### config.mk
export PLATFORM = sky130hd
export DESIGN_NAME = multilevel_feedback_queue_scheduler_unit
export DESIGN_NICKNAME = d
export VERILOG_FILES = /design/src/rtl/mfqs_pkg.sv /design/src/rtl/multilevel_feedback_queue_scheduler_unit.sv /design/src/rtl/mfqs_ram.sv /design/src/rtl/mfqs_front.sv /design/src/rtl/mfqs_back.sv
export SDC_FILE = /design/constraint.sdc
export NUM_CORES = 1
export LEC_CHECK = 0
export ABC_AREA = 1
export BUFFER_PORTS_ARGS = -buffer_cell sky130_fd_sc_hd__buf_2
export CAP_MARGIN = 20
export CORE_MARGIN = 2
export CORE_UTILIZATION = 54
export DETAILED_ROUTE_END_ITERATION = 10
export GPL_TIMING_DRIVEN = 0
export PLACE_DENSITY = 0.7
export SETUP_SLACK_MARGIN = 0.02
export SYNTH_ARGS = -nofsm -noshare
export SYNTH_HDL_FRONTEND = slang
export SYNTH_SLANG_ARGS = --single-unit
### constraint.sdc
create_clock -name clk -period 8.8 [get_ports clk]
set_clock_uncertainty 0.1 [all_clocks]
set_input_delay 0.44 -clock clk [delete_from_list [all_inputs] [get_ports clk]]
set_output_delay 0.44 -clock clk [all_outputs]
set_load 0.02 [all_outputs]
### src/rtl/mfqs_pkg.sv
package mfqs_pkg;

    // level and slice geometry
    localparam int LEVELS    = 3;
    localparam int LEVEL_W   = 2;
    localparam int SLICE_W   = 3;
    localparam int FIELD_W   = 16;
    localparam int CFG_IDX_W = 2;

    typedef logic [LEVEL_W-1:0] level_t;
    typedef logic [SLICE_W-1:0] slice_t;

    localparam level_t LEVEL_TOP    = 2'd0;
    localparam level_t LOWEST_LEVEL = 2'd2;
    localparam slice_t SLICE_MAX    = 3'd7;

    // opcodes of an input item
    localparam logic [1:0] OP_ADD    = 2'd0;
    localparam logic [1:0] OP_SELECT = 2'd1;
    localparam logic [1:0] OP_REPORT = 2'd2;

    // configuration register indexes
    localparam logic [CFG_IDX_W-1:0] REG_LIMIT_TOP = 2'd0;
    localparam logic [CFG_IDX_W-1:0] REG_LIMIT_MID = 2'd1;
    localparam logic [CFG_IDX_W-1:0] REG_LIMIT_LOW = 2'd2;

    // reset values of the slice limits
    localparam slice_t LIMIT_TOP_RST = 3'd1;
    localparam slice_t LIMIT_MID_RST = 3'd2;
    localparam slice_t LIMIT_LOW_RST = 3'd4;

    // result status codes
    localparam logic [1:0] STAT_OK    = 2'd0;
    localparam logic [1:0] STAT_FULL  = 2'd1;
    localparam logic [1:0] STAT_EMPTY = 2'd2;
    localparam logic [1:0] STAT_NOSEL = 2'd3;

    typedef struct packed {
        logic [1:0]         opcode;
        logic [FIELD_W-1:0] task_id;
        logic               ran_quantum;
        logic               still_alive;
    } request_t;

    typedef struct packed {
        logic [1:0]         status;
        logic [FIELD_W-1:0] chosen_id;
        logic [1:0]         chosen_level;
    } result_t;

    typedef enum logic [1:0] {
        CMD_ADD,
        CMD_SELECT,
        CMD_REPORT,
        CMD_NOP
    } cmd_kind_t;

    // classified item handed from front to back
    typedef struct packed {
        cmd_kind_t          kind;
        logic [FIELD_W-1:0] task_id;
        logic               ran;
        logic               alive;
    } cmd_t;

    typedef enum logic {
        BK_IDLE,
        BK_READ
    } back_state_t;

endpackage

### src/rtl/multilevel_feedback_queue_scheduler_unit.sv
// Three-level feedback queue scheduler for task ids. Items enter through a
// two-entry queue (push/full) and results leave through a one-entry result
// register (empty/pop); every item gives exactly one result. In the back
// end an add, an unknown opcode, a select with nothing queued and a report
// that does not move a task finish in the idle state; a select and a report
// that demotes or rotates a task also pass through the read state, for the
// registered read of the id store (a single RAM of 3 x QUEUE_DEPTH entries,
// one region per level) ahead of the result or the write-back. The id store
// has no reset and needs no clearing pass: only heads of non-empty levels
// are read. The slice limit registers (cfg_write/cfg_index/cfg_data) are
// to be written by the user only while the block is idle, which the block
// itself does not enforce; indexes beyond the three limits are ignored.
module multilevel_feedback_queue_scheduler_unit #(
    parameter int QUEUE_DEPTH = 16,
    parameter int ID_WIDTH    = 16
) (
    input  logic                                      clk,
    input  logic                                      rst_n,
    input  logic                                      push,
    input  mfqs_pkg::request_t                        request,
    output logic                                      full,
    output logic                                      empty,
    input  logic                                      pop,
    output mfqs_pkg::result_t                         result,
    input  logic                                      cfg_write,
    input  logic [mfqs_pkg::CFG_IDX_W-1:0]            cfg_index,
    input  logic [mfqs_pkg::SLICE_W-1:0]              cfg_data
);
    import mfqs_pkg::*;

    slice_t [LEVELS-1:0] limit_reg;
    slice_t [LEVELS-1:0] limit_next;
    logic                cmd_valid;
    logic                cmd_ready;
    cmd_t                cmd;

    // slice limit registers
    always_comb
    begin
        limit_next = limit_reg;
        if (cfg_write)
        begin
            unique case (cfg_index)
                REG_LIMIT_TOP: limit_next[0] = cfg_data;
                REG_LIMIT_MID: limit_next[1] = cfg_data;
                REG_LIMIT_LOW: limit_next[2] = cfg_data;
                default:       limit_next    = limit_reg;
            endcase
        end
    end

    always_ff @(posedge clk or negedge rst_n)
    begin
        if (!rst_n)
        begin
            limit_reg[0] <= LIMIT_TOP_RST;
            limit_reg[1] <= LIMIT_MID_RST;
            limit_reg[2] <= LIMIT_LOW_RST;
        end
        else
        begin
            limit_reg <= limit_next;
        end
    end

    mfqs_front u_front (
        .clk       (clk),
        .rst_n     (rst_n),
        .push      (push),
        .request   (request),
        .full      (full),
        .cmd_valid (cmd_valid),
        .cmd       (cmd),
        .cmd_ready (cmd_ready)
    );

    mfqs_back #(
        .QUEUE_DEPTH (QUEUE_DEPTH),
        .ID_WIDTH    (ID_WIDTH)
    ) u_back (
        .clk       (clk),
        .rst_n     (rst_n),
        .cmd_valid (cmd_valid),
        .cmd       (cmd),
        .cmd_ready (cmd_ready),
        .limits    (limit_reg),
        .result    (result),
        .empty     (empty),
        .pop       (pop)
    );

endmodule

### src/rtl/mfqs_ram.sv
module mfqs_ram #(
    parameter int WIDTH = 16,
    parameter int DEPTH = 48
) (
    input  logic                     clk,
    input  logic                     we,
    input  logic [$clog2(DEPTH)-1:0] waddr,
    input  logic [WIDTH-1:0]         wdata,
    input  logic                     re,
    input  logic [$clog2(DEPTH)-1:0] raddr,
    output logic [WIDTH-1:0]         rdata
);

    logic [WIDTH-1:0] mem_reg [DEPTH];
    logic [WIDTH-1:0] rdata_reg;

    // one write port, one registered read port
    always_ff @(posedge clk)
    begin
        if (we)
        begin
            mem_reg[waddr] <= wdata;
        end
        if (re)
        begin
            rdata_reg <= mem_reg[raddr];
        end
    end

    assign rdata = rdata_reg;

endmodule

### src/rtl/mfqs_front.sv
module mfqs_front (
    input  logic              clk,
    input  logic              rst_n,
    input  logic              push,
    input  mfqs_pkg::request_t request,
    output logic              full,
    output logic              cmd_valid,
    output mfqs_pkg::cmd_t    cmd,
    input  logic              cmd_ready
);
    import mfqs_pkg::*;

    cmd_t       entry_reg [2];
    logic       wr_ptr_reg, wr_ptr_next;
    logic       rd_ptr_reg, rd_ptr_next;
    logic [1:0] fill_reg, fill_next;
    cmd_t       decoded;
    logic       do_push;
    logic       do_pop;

    // classify the incoming item
    always_comb
    begin
        decoded.task_id = request.task_id;
        decoded.ran     = request.ran_quantum;
        decoded.alive   = request.still_alive;
        unique case (request.opcode)
            OP_ADD:    decoded.kind = CMD_ADD;
            OP_SELECT: decoded.kind = CMD_SELECT;
            OP_REPORT: decoded.kind = CMD_REPORT;
            default:   decoded.kind = CMD_NOP;
        endcase
    end

    assign full      = (fill_reg == 2'd2);
    assign cmd_valid = (fill_reg != 2'd0);
    assign cmd       = entry_reg[rd_ptr_reg];
    assign do_push   = push && !full;
    assign do_pop    = cmd_valid && cmd_ready;

    // two-entry queue pointers
    always_comb
    begin
        wr_ptr_next = do_push ? ~wr_ptr_reg : wr_ptr_reg;
        rd_ptr_next = do_pop ? ~rd_ptr_reg : rd_ptr_reg;
        fill_next   = fill_reg;
        if (do_push && !do_pop)
        begin
            fill_next = fill_reg + 2'd1;
        end
        else if (do_pop && !do_push)
        begin
            fill_next = fill_reg - 2'd1;
        end
    end

    always_ff @(posedge clk or negedge rst_n)
    begin
        if (!rst_n)
        begin
            wr_ptr_reg <= 1'b0;
            rd_ptr_reg <= 1'b0;
            fill_reg   <= 2'd0;
        end
        else
        begin
            wr_ptr_reg <= wr_ptr_next;
            rd_ptr_reg <= rd_ptr_next;
            fill_reg   <= fill_next;
        end
    end

    // queue payload
    always_ff @(posedge clk)
    begin
        if (do_push)
        begin
            entry_reg[wr_ptr_reg] <= decoded;
        end
    end

endmodule

### src/rtl/mfqs_back.sv
module mfqs_back #(
    parameter int QUEUE_DEPTH = 16,
    parameter int ID_WIDTH    = 16
) (
    input  logic                                    clk,
    input  logic                                    rst_n,
    input  logic                                    cmd_valid,
    input  mfqs_pkg::cmd_t                          cmd,
    output logic                                    cmd_ready,
    input  mfqs_pkg::slice_t [mfqs_pkg::LEVELS-1:0] limits,
    output mfqs_pkg::result_t                       result,
    output logic                                    empty,
    input  logic                                    pop
);
    import mfqs_pkg::*;

    localparam int PTR_W  = $clog2(QUEUE_DEPTH);
    localparam int CNT_W  = $clog2(QUEUE_DEPTH + 1);
    localparam int STORE  = LEVELS * QUEUE_DEPTH;
    localparam int ADDR_W = $clog2(STORE);

    back_state_t      state_reg, state_next;
    logic [PTR_W-1:0] head_reg [LEVELS];
    logic [PTR_W-1:0] head_next [LEVELS];
    logic [PTR_W-1:0] tail_reg [LEVELS];
    logic [PTR_W-1:0] tail_next [LEVELS];
    logic [CNT_W-1:0] count_reg [LEVELS];
    logic [CNT_W-1:0] count_next [LEVELS];
    slice_t           slice_reg [LEVELS];
    slice_t           slice_next [LEVELS];
    logic [CNT_W-1:0] total_reg, total_next;
    level_t           sel_level_reg, sel_level_next;
    logic             sel_valid_reg, sel_valid_next;
    logic             pend_select_reg, pend_select_next;
    level_t           pend_level_reg, pend_level_next;
    level_t           pend_dest_reg, pend_dest_next;
    logic             out_valid_reg, out_valid_next;
    result_t          res_reg, res_next;

    logic              start;
    logic              need_read;
    logic              any_task;
    level_t            first_lv;
    logic              report_ok;
    slice_t            slice_inc;
    logic              at_limit;
    level_t            demote_lv;
    logic              ram_we;
    logic [ADDR_W-1:0] ram_waddr;
    logic [ID_WIDTH-1:0] ram_wdata;
    logic              ram_re;
    logic [ADDR_W-1:0] ram_raddr;
    logic [ID_WIDTH-1:0] ram_rdata;

    function automatic logic [ADDR_W-1:0] store_addr(level_t lv, logic [PTR_W-1:0] p);
        return ADDR_W'(lv) * ADDR_W'(QUEUE_DEPTH) + ADDR_W'(p);
    endfunction

    function automatic logic [PTR_W-1:0] wrap_next(logic [PTR_W-1:0] p);
        return (p == PTR_W'(QUEUE_DEPTH - 1)) ? '0 : p + 1'b1;
    endfunction

    // highest non-empty level
    always_comb
    begin
        any_task = 1'b1;
        first_lv = LEVEL_TOP;
        if (count_reg[0] != '0)
        begin
            first_lv = 2'd0;
        end
        else if (count_reg[1] != '0)
        begin
            first_lv = 2'd1;
        end
        else if (count_reg[2] != '0)
        begin
            first_lv = 2'd2;
        end
        else
        begin
            any_task = 1'b0;
        end
    end

    // report outcome of the selected level
    assign report_ok = sel_valid_reg && (count_reg[sel_level_reg] != '0);
    assign slice_inc = (cmd.ran && slice_reg[sel_level_reg] < SLICE_MAX)
                     ? slice_reg[sel_level_reg] + 3'd1 : slice_reg[sel_level_reg];
    assign at_limit  = (slice_inc >= limits[sel_level_reg]);
    assign demote_lv = (sel_level_reg < LOWEST_LEVEL) ? sel_level_reg + 2'd1 : sel_level_reg;

    // start an item only when the result slot is free or being emptied
    assign start     = (state_reg == BK_IDLE) && cmd_valid && (!out_valid_reg || pop);
    assign cmd_ready = start;
    assign need_read = ((cmd.kind == CMD_SELECT) && any_task)
                    || ((cmd.kind == CMD_REPORT) && report_ok && cmd.alive && at_limit);

    // next state
    always_comb
    begin
        state_next = state_reg;
        unique case (state_reg)
            BK_IDLE:
            begin
                if (start && need_read)
                begin
                    state_next = BK_READ;
                end
            end
            BK_READ: state_next = BK_IDLE;
            default: state_next = BK_IDLE;
        endcase
    end

    // datapath and store access
    always_comb
    begin
        head_next        = head_reg;
        tail_next        = tail_reg;
        count_next       = count_reg;
        slice_next       = slice_reg;
        total_next       = total_reg;
        sel_level_next   = sel_level_reg;
        sel_valid_next   = sel_valid_reg;
        pend_select_next = pend_select_reg;
        pend_level_next  = pend_level_reg;
        pend_dest_next   = pend_dest_reg;
        out_valid_next   = out_valid_reg && !pop;
        res_next         = res_reg;
        ram_we           = 1'b0;
        ram_waddr        = '0;
        ram_wdata        = '0;
        ram_re           = 1'b0;
        ram_raddr        = '0;

        unique case (state_reg)
            BK_IDLE:
            begin
                if (start)
                begin
                    res_next = '{status: STAT_OK, chosen_id: '0, chosen_level: '0};
                    out_valid_next = !need_read;
                    case (cmd.kind)
                        CMD_ADD:
                        begin
                            if (total_reg >= CNT_W'(QUEUE_DEPTH))
                            begin
                                res_next.status = STAT_FULL;
                            end
                            else
                            begin
                                ram_we        = 1'b1;
                                ram_waddr     = store_addr(LEVEL_TOP, tail_reg[0]);
                                ram_wdata     = ID_WIDTH'(cmd.task_id);
                                tail_next[0]  = wrap_next(tail_reg[0]);
                                count_next[0] = count_reg[0] + CNT_W'(1);
                                total_next    = total_reg + CNT_W'(1);
                            end
                        end
                        CMD_SELECT:
                        begin
                            sel_valid_next = 1'b0;
                            if (any_task)
                            begin
                                ram_re           = 1'b1;
                                ram_raddr        = store_addr(first_lv, head_reg[first_lv]);
                                pend_select_next = 1'b1;
                                pend_level_next  = first_lv;
                                sel_level_next   = first_lv;
                                sel_valid_next   = 1'b1;
                            end
                            else
                            begin
                                res_next.status = STAT_EMPTY;
                            end
                        end
                        CMD_REPORT:
                        begin
                            if (!report_ok)
                            begin
                                res_next.status = STAT_NOSEL;
                            end
                            else
                            begin
                                sel_valid_next = 1'b0;
                                if (!cmd.alive)
                                begin
                                    // finished task leaves its level
                                    slice_next[sel_level_reg] = '0;
                                    head_next[sel_level_reg]  = wrap_next(head_reg[sel_level_reg]);
                                    count_next[sel_level_reg] =
                                        count_reg[sel_level_reg] - CNT_W'(1);
                                    total_next = total_reg - CNT_W'(1);
                                end
                                else if (at_limit)
                                begin
                                    // fetch head, moved in the next cycle
                                    slice_next[sel_level_reg] = '0;
                                    ram_re           = 1'b1;
                                    ram_raddr        = store_addr(sel_level_reg,
                                                                  head_reg[sel_level_reg]);
                                    pend_select_next = 1'b0;
                                    pend_level_next  = sel_level_reg;
                                    pend_dest_next   = demote_lv;
                                end
                                else
                                begin
                                    slice_next[sel_level_reg] = slice_inc;
                                end
                            end
                        end
                        default:
                        begin
                            res_next.status = STAT_OK;
                        end
                    endcase
                end
            end
            BK_READ:
            begin
                out_valid_next = 1'b1;
                res_next = '{status: STAT_OK, chosen_id: '0, chosen_level: '0};
                if (pend_select_reg)
                begin
                    res_next.chosen_id    = FIELD_W'(ram_rdata);
                    res_next.chosen_level = pend_level_reg;
                end
                else
                begin
                    // pop head and push it to the tail of the destination level
                    head_next[pend_level_reg]  = wrap_next(head_reg[pend_level_reg]);
                    count_next[pend_level_reg] = count_reg[pend_level_reg] - CNT_W'(1);
                    ram_we    = 1'b1;
                    ram_waddr = store_addr(pend_dest_reg, tail_reg[pend_dest_reg]);
                    ram_wdata = ram_rdata;
                    tail_next[pend_dest_reg]  = wrap_next(tail_reg[pend_dest_reg]);
                    count_next[pend_dest_reg] = count_next[pend_dest_reg] + CNT_W'(1);
                end
            end
            default:
            begin
                out_valid_next = out_valid_reg;
            end
        endcase
    end

    always_ff @(posedge clk or negedge rst_n)
    begin
        if (!rst_n)
        begin
            state_reg       <= BK_IDLE;
            head_reg        <= '{default: '0};
            tail_reg        <= '{default: '0};
            count_reg       <= '{default: '0};
            slice_reg       <= '{default: '0};
            total_reg       <= '0;
            sel_level_reg   <= LEVEL_TOP;
            sel_valid_reg   <= 1'b0;
            pend_select_reg <= 1'b0;
            pend_level_reg  <= LEVEL_TOP;
            pend_dest_reg   <= LEVEL_TOP;
            out_valid_reg   <= 1'b0;
        end
        else
        begin
            state_reg       <= state_next;
            head_reg        <= head_next;
            tail_reg        <= tail_next;
            count_reg       <= count_next;
            slice_reg       <= slice_next;
            total_reg       <= total_next;
            sel_level_reg   <= sel_level_next;
            sel_valid_reg   <= sel_valid_next;
            pend_select_reg <= pend_select_next;
            pend_level_reg  <= pend_level_next;
            pend_dest_reg   <= pend_dest_next;
            out_valid_reg   <= out_valid_next;
        end
    end

    // result payload
    always_ff @(posedge clk)
    begin
        res_reg <= res_next;
    end

    assign result = res_reg;
    assign empty  = !out_valid_reg;

    // id store, one region of QUEUE_DEPTH entries per level
    mfqs_ram #(
        .WIDTH (ID_WIDTH),
        .DEPTH (STORE)
    ) u_store (
        .clk   (clk),
        .we    (ram_we),
        .waddr (ram_waddr),
        .wdata (ram_wdata),
        .re    (ram_re),
        .raddr (ram_raddr),
        .rdata (ram_rdata)
    );

`ifndef SYNTHESIS
    a_total_matches: assert property (@(posedge clk) disable iff (!rst_n)
        total_reg == CNT_W'(count_reg[0] + count_reg[1] + count_reg[2]))
        else $error("task total differs from sum of level counts");
    a_total_bound: assert property (@(posedge clk) disable iff (!rst_n)
        total_reg <= CNT_W'(QUEUE_DEPTH))
        else $error("task total above queue depth");
    a_read_slot_free: assert property (@(posedge clk) disable iff (!rst_n)
        state_reg == BK_READ |-> !out_valid_reg)
        else $error("result slot busy during store read");
    a_read_one_cycle: assert property (@(posedge clk) disable iff (!rst_n)
        state_reg == BK_READ |=> state_reg == BK_IDLE && out_valid_reg)
        else $error("store read did not complete an item");
    a_no_start_in_read: assert property (@(posedge clk) disable iff (!rst_n)
        cmd_ready |-> state_reg == BK_IDLE)
        else $error("item taken while store read pending");
`endif

endmodule
==> flow_metrics.py <==
metrics = {
    "clock_tree": {
        "clk_pin_slew_ps": 60,
        "cts.htree.levels": 3,
        "cts_buffer_depth": 3,
        "numCtsBuffers": 96,
        "clk_latency_ps": 670,
        "cts.sink_count": 920,
        "cts_tree": "built",
        "post_cts_buffers": 0,
        "cts_root_buffer": "clkbuf_16",
    },
    "synth": {
        "synth_mux_area_share_pct": 0,
        "synth_top_family_by_area": "simple AND/OR/NAND/NOR gates",
        "synth_seq_cells": 920,
        "syn_area_per_cell_um2": 10.7,
        "yosys.area_share.simple_pct": 20.1,
        "ys_warn_count": 0,
        "synth_nets": 3984,
        "synthArstFlopShare_pct": 8.26,
        "synth_edf_count": 844,
        "yosysTopAreaCellShare_pct": 60.4,
        "synthTopCellsByArea": "edfxtp_1, nand3_1, nand2_1",
        "syn_inst": 3927,
        "synthFlopType": "edfxtp_1",
        "synth_xor_area_share_pct": 0.397,
        "synthDistinctLibCells": 54,
        "seq_area_frac_synth_pct": 64.9,
        "synthAdderAreaFrac_pct": 0.823,
        "syn-cell-area_um2": 42000,
        "synth_area_leader_cell": "edfxtp_1",
        "synth_compound_area_share_pct": 5.91,
    },
    "detailed_routing": {
        "viasPerCell": 5.97,
        "drcViolationCount": 0,
        "wl_per_cell_um": 24.6,
        "dr.pass1.iters": 6,
        "drt_iter0_drc": 4574,
        "via_count": 31600,
        "drtAntennaViolNets": 0,
        "drt_wl_total_um": 131000,
    },
    "floorplanning": {
        "die_h_um": 283,
        "die_w_um": 283,
        "num_rows": 102,
        "ios": 52,
        "coreArea_um2": 77200,
        "start_util_pct": 54.3,
        "die_area_um2": 79900,
    },
    "global_routing": {
        "overflow": 0,
        "grt_start_max_net_pins": 43,
        "antenna_found_initial": 2,
        "grt_pass1_wl_um": 190000,
        "grt_pass1_vias": 29700,
        "grt_usage_pct": 32.7,
    },
    "timing": {
        "rsz0062_at_grt": "no",
        "setup_viol": 0,
        "fin_setup_tns_ps": 0,
        "holdWs_ps": 84.7,
        "fin_crit_ps": 6230,
        "maxSlewViolCount": 0,
        "hold_viol": 0,
        "fin_crit_sh_pct": 70.8,
        "slew_headroom_pct": 27.8,
        "tightestPinTransition_ps": 1080,
        "timing.final.ws_setup_ps": 2570,
        "fmax_mhz": 160,
    },
    "worst_setup_path": {
        "path_buf_inv": 6,
        "worstPathArrival_ps": 6510,
        "worstPathMaxFanout": 12,
        "crit_type": "reg -> reg",
        "start_kind": "flip-flop",
        "cp_data_required_time_ps": 9070,
        "cpPeakStageDelay_ps": 680,
        "reg2reg_slack_ps": 2570,
        "crit_top_cell": "nand3_1",
        "slowest_stage": "clkbuf_1",
        "cp-end-kind": "flip-flop",
        "critPathTopFamily": "simple AND/OR/NAND/NOR gates",
    },
    "finish": {
        "multiInputGateArea_um2": 11800,
        "fillers": 5838,
        "diodes": 0,
        "area_growth_pct": 16.1,
        "largest_reg_flops": 768,
        "layout_commonest_cell": "edfxtp_1",
        "drive_above_1_share_pct": 12.2,
        "most-common-layout-cells": "edfxtp_1, nand3_1, nand2_1, inv_1, nor2_1",
        "nets": 4240,
        "seq_area_um2": 27200,
    },
    "placement": {
        "dp_hpwl_um": 92500,
        "gp_congestion": 0.981,
        "dp_slack_ps": 2910,
        "io_buffers": 49,
    },
    "pwr": {
        "power_uw": 15300,
        "p_per_area_nw_per_um2": 313,
        "p_leak_uw": 0.0196,
        "ir_drop_mv": 0.274,
    },
    "flow_run": {
        "drv_cap": 0,
    },
    "run_status": {
        "status": "complete, no violations",
    },
    "worst_hold_path": {
        "hold_path.class": "in -> reg",
    },
}
==> synthesized netlist by cell type, drive strengths merged (5+ instances only) <==
master,instances
edfxtp,844
nand3,702
nand2,637
inv,547
nor2,266
o21ai,172
nand3b,169
buf,167
o211ai,100
dfrtp,73
clkbuf,52
a21oi,36
ha,26
o32ai,20
a22oi,19
o22ai,16
xor2,15
a31oi,9
nor3,9
o21a,7
nand4,6
a221oi,5
==> what timing repair did <==
action                    in CTS  in global routing
hold endpoints to repair      83                  0
hold buffers                  24                  0
gates resized for setup        0                  0
==> layout make-up <==
type	instances	area share, %
inverter	551	4.25
multi-input combinational	2237	24.2
tap	1040	2.67
buffer	219	2.52
timing repair buffer	158	4.21
sequential	920	55.9
clock inverter	49	0.912
clock buffer	125	5.24
==> metrics by stage <==
| step | util [%] | std cells | area [um2] |
|---|---|---|---|
| 2_1_floorplan | - | 3927 | 42000 |
| 3_3_place_gp | 56.3 | 5016 | 43500 |
| 3_5_place_dp | 58.9 | 5100 | 45400 |
| 4_1_cts | 63.0 | 5298 | 48700 |
| 5_1_grt | 63.1 | 5299 | 48700 |
| 6_report | 63.1 | 5299 | 48700 |
==> worst reg2reg max path: stages, from the launching register on <==
cell	delay, ps
dfrtp_1	390
buf_6	160
inv_4	120
clkbuf_1	680
a21oi_1	140
o21ai_0	120
o21ai_0	160
nand3_1	130
nand3_1	90
xnor2_1	380
ha_1	230
nand3b_1	100
nand3_1	320
nand2_1	90
inv_1	130
nand4_1	120
nand2_2	310
buf_2	490
buf_2	430
nand3_1	130
nand3_1	140
nand3_1	200
nand3_1	300
nand3_1	110
nand3_1	230
nand2_1	140
==> path summary, 6_finish.rpt <==
kind | start | end | depth (start not counted)
min in group asynchronous | rst_n | u_back.count_reg[8] | 2
max in group asynchronous | rst_n | limit_reg[8] | 3
worst min-delay path | cfg_write | limit_reg[0] | 3
worst max register to register | u_back.sel_level_reg[0] | u_back.u_store.rdata[5] | 25
worst min register to register | limit_reg[3] | limit_reg[3] | 2
worst max-delay path | u_back.sel_level_reg[0] | u_back.u_store.rdata[5] | 25
==> metal layers <==
layer / global-route usage [%] / share of wire [%] / up-vias / wire length [um]
met1: 44.0 / 38 / 15300 / 49900
met3: 5.91 / 10 / 375 / 13300
met4: 17.0 / 6.0 / 0 / 7790
met5: 0 / 0 / - / 0
met2: 51.2 / 46 / 1932 / 59600
li1: - / - / 14100 / -
==> kinds of logic (layout without fill, tap and decap cells) <==
family          count (synthesis)  count (layout)
simple gates                 1795            1795
compound gates                396             396
fa+ha+maj                      27              27
flops                         920             920
xor+xnor                       19              19
buf+inv                       770            1102
==> report_power, final <==
group | total, uW | leakage (uW) | internal [uW] | switching (uW)
Combinational | 5740 | 0.00941 | 1570 | 4170
Sequential | 5590 | 0.00870 | 5430 | 158
Clock | 3930 | 0.00145 | 2220 | 1710
Total | 15300 | 0.0196 | 9220 | 6040
Power figures use the tool's default switching activity.
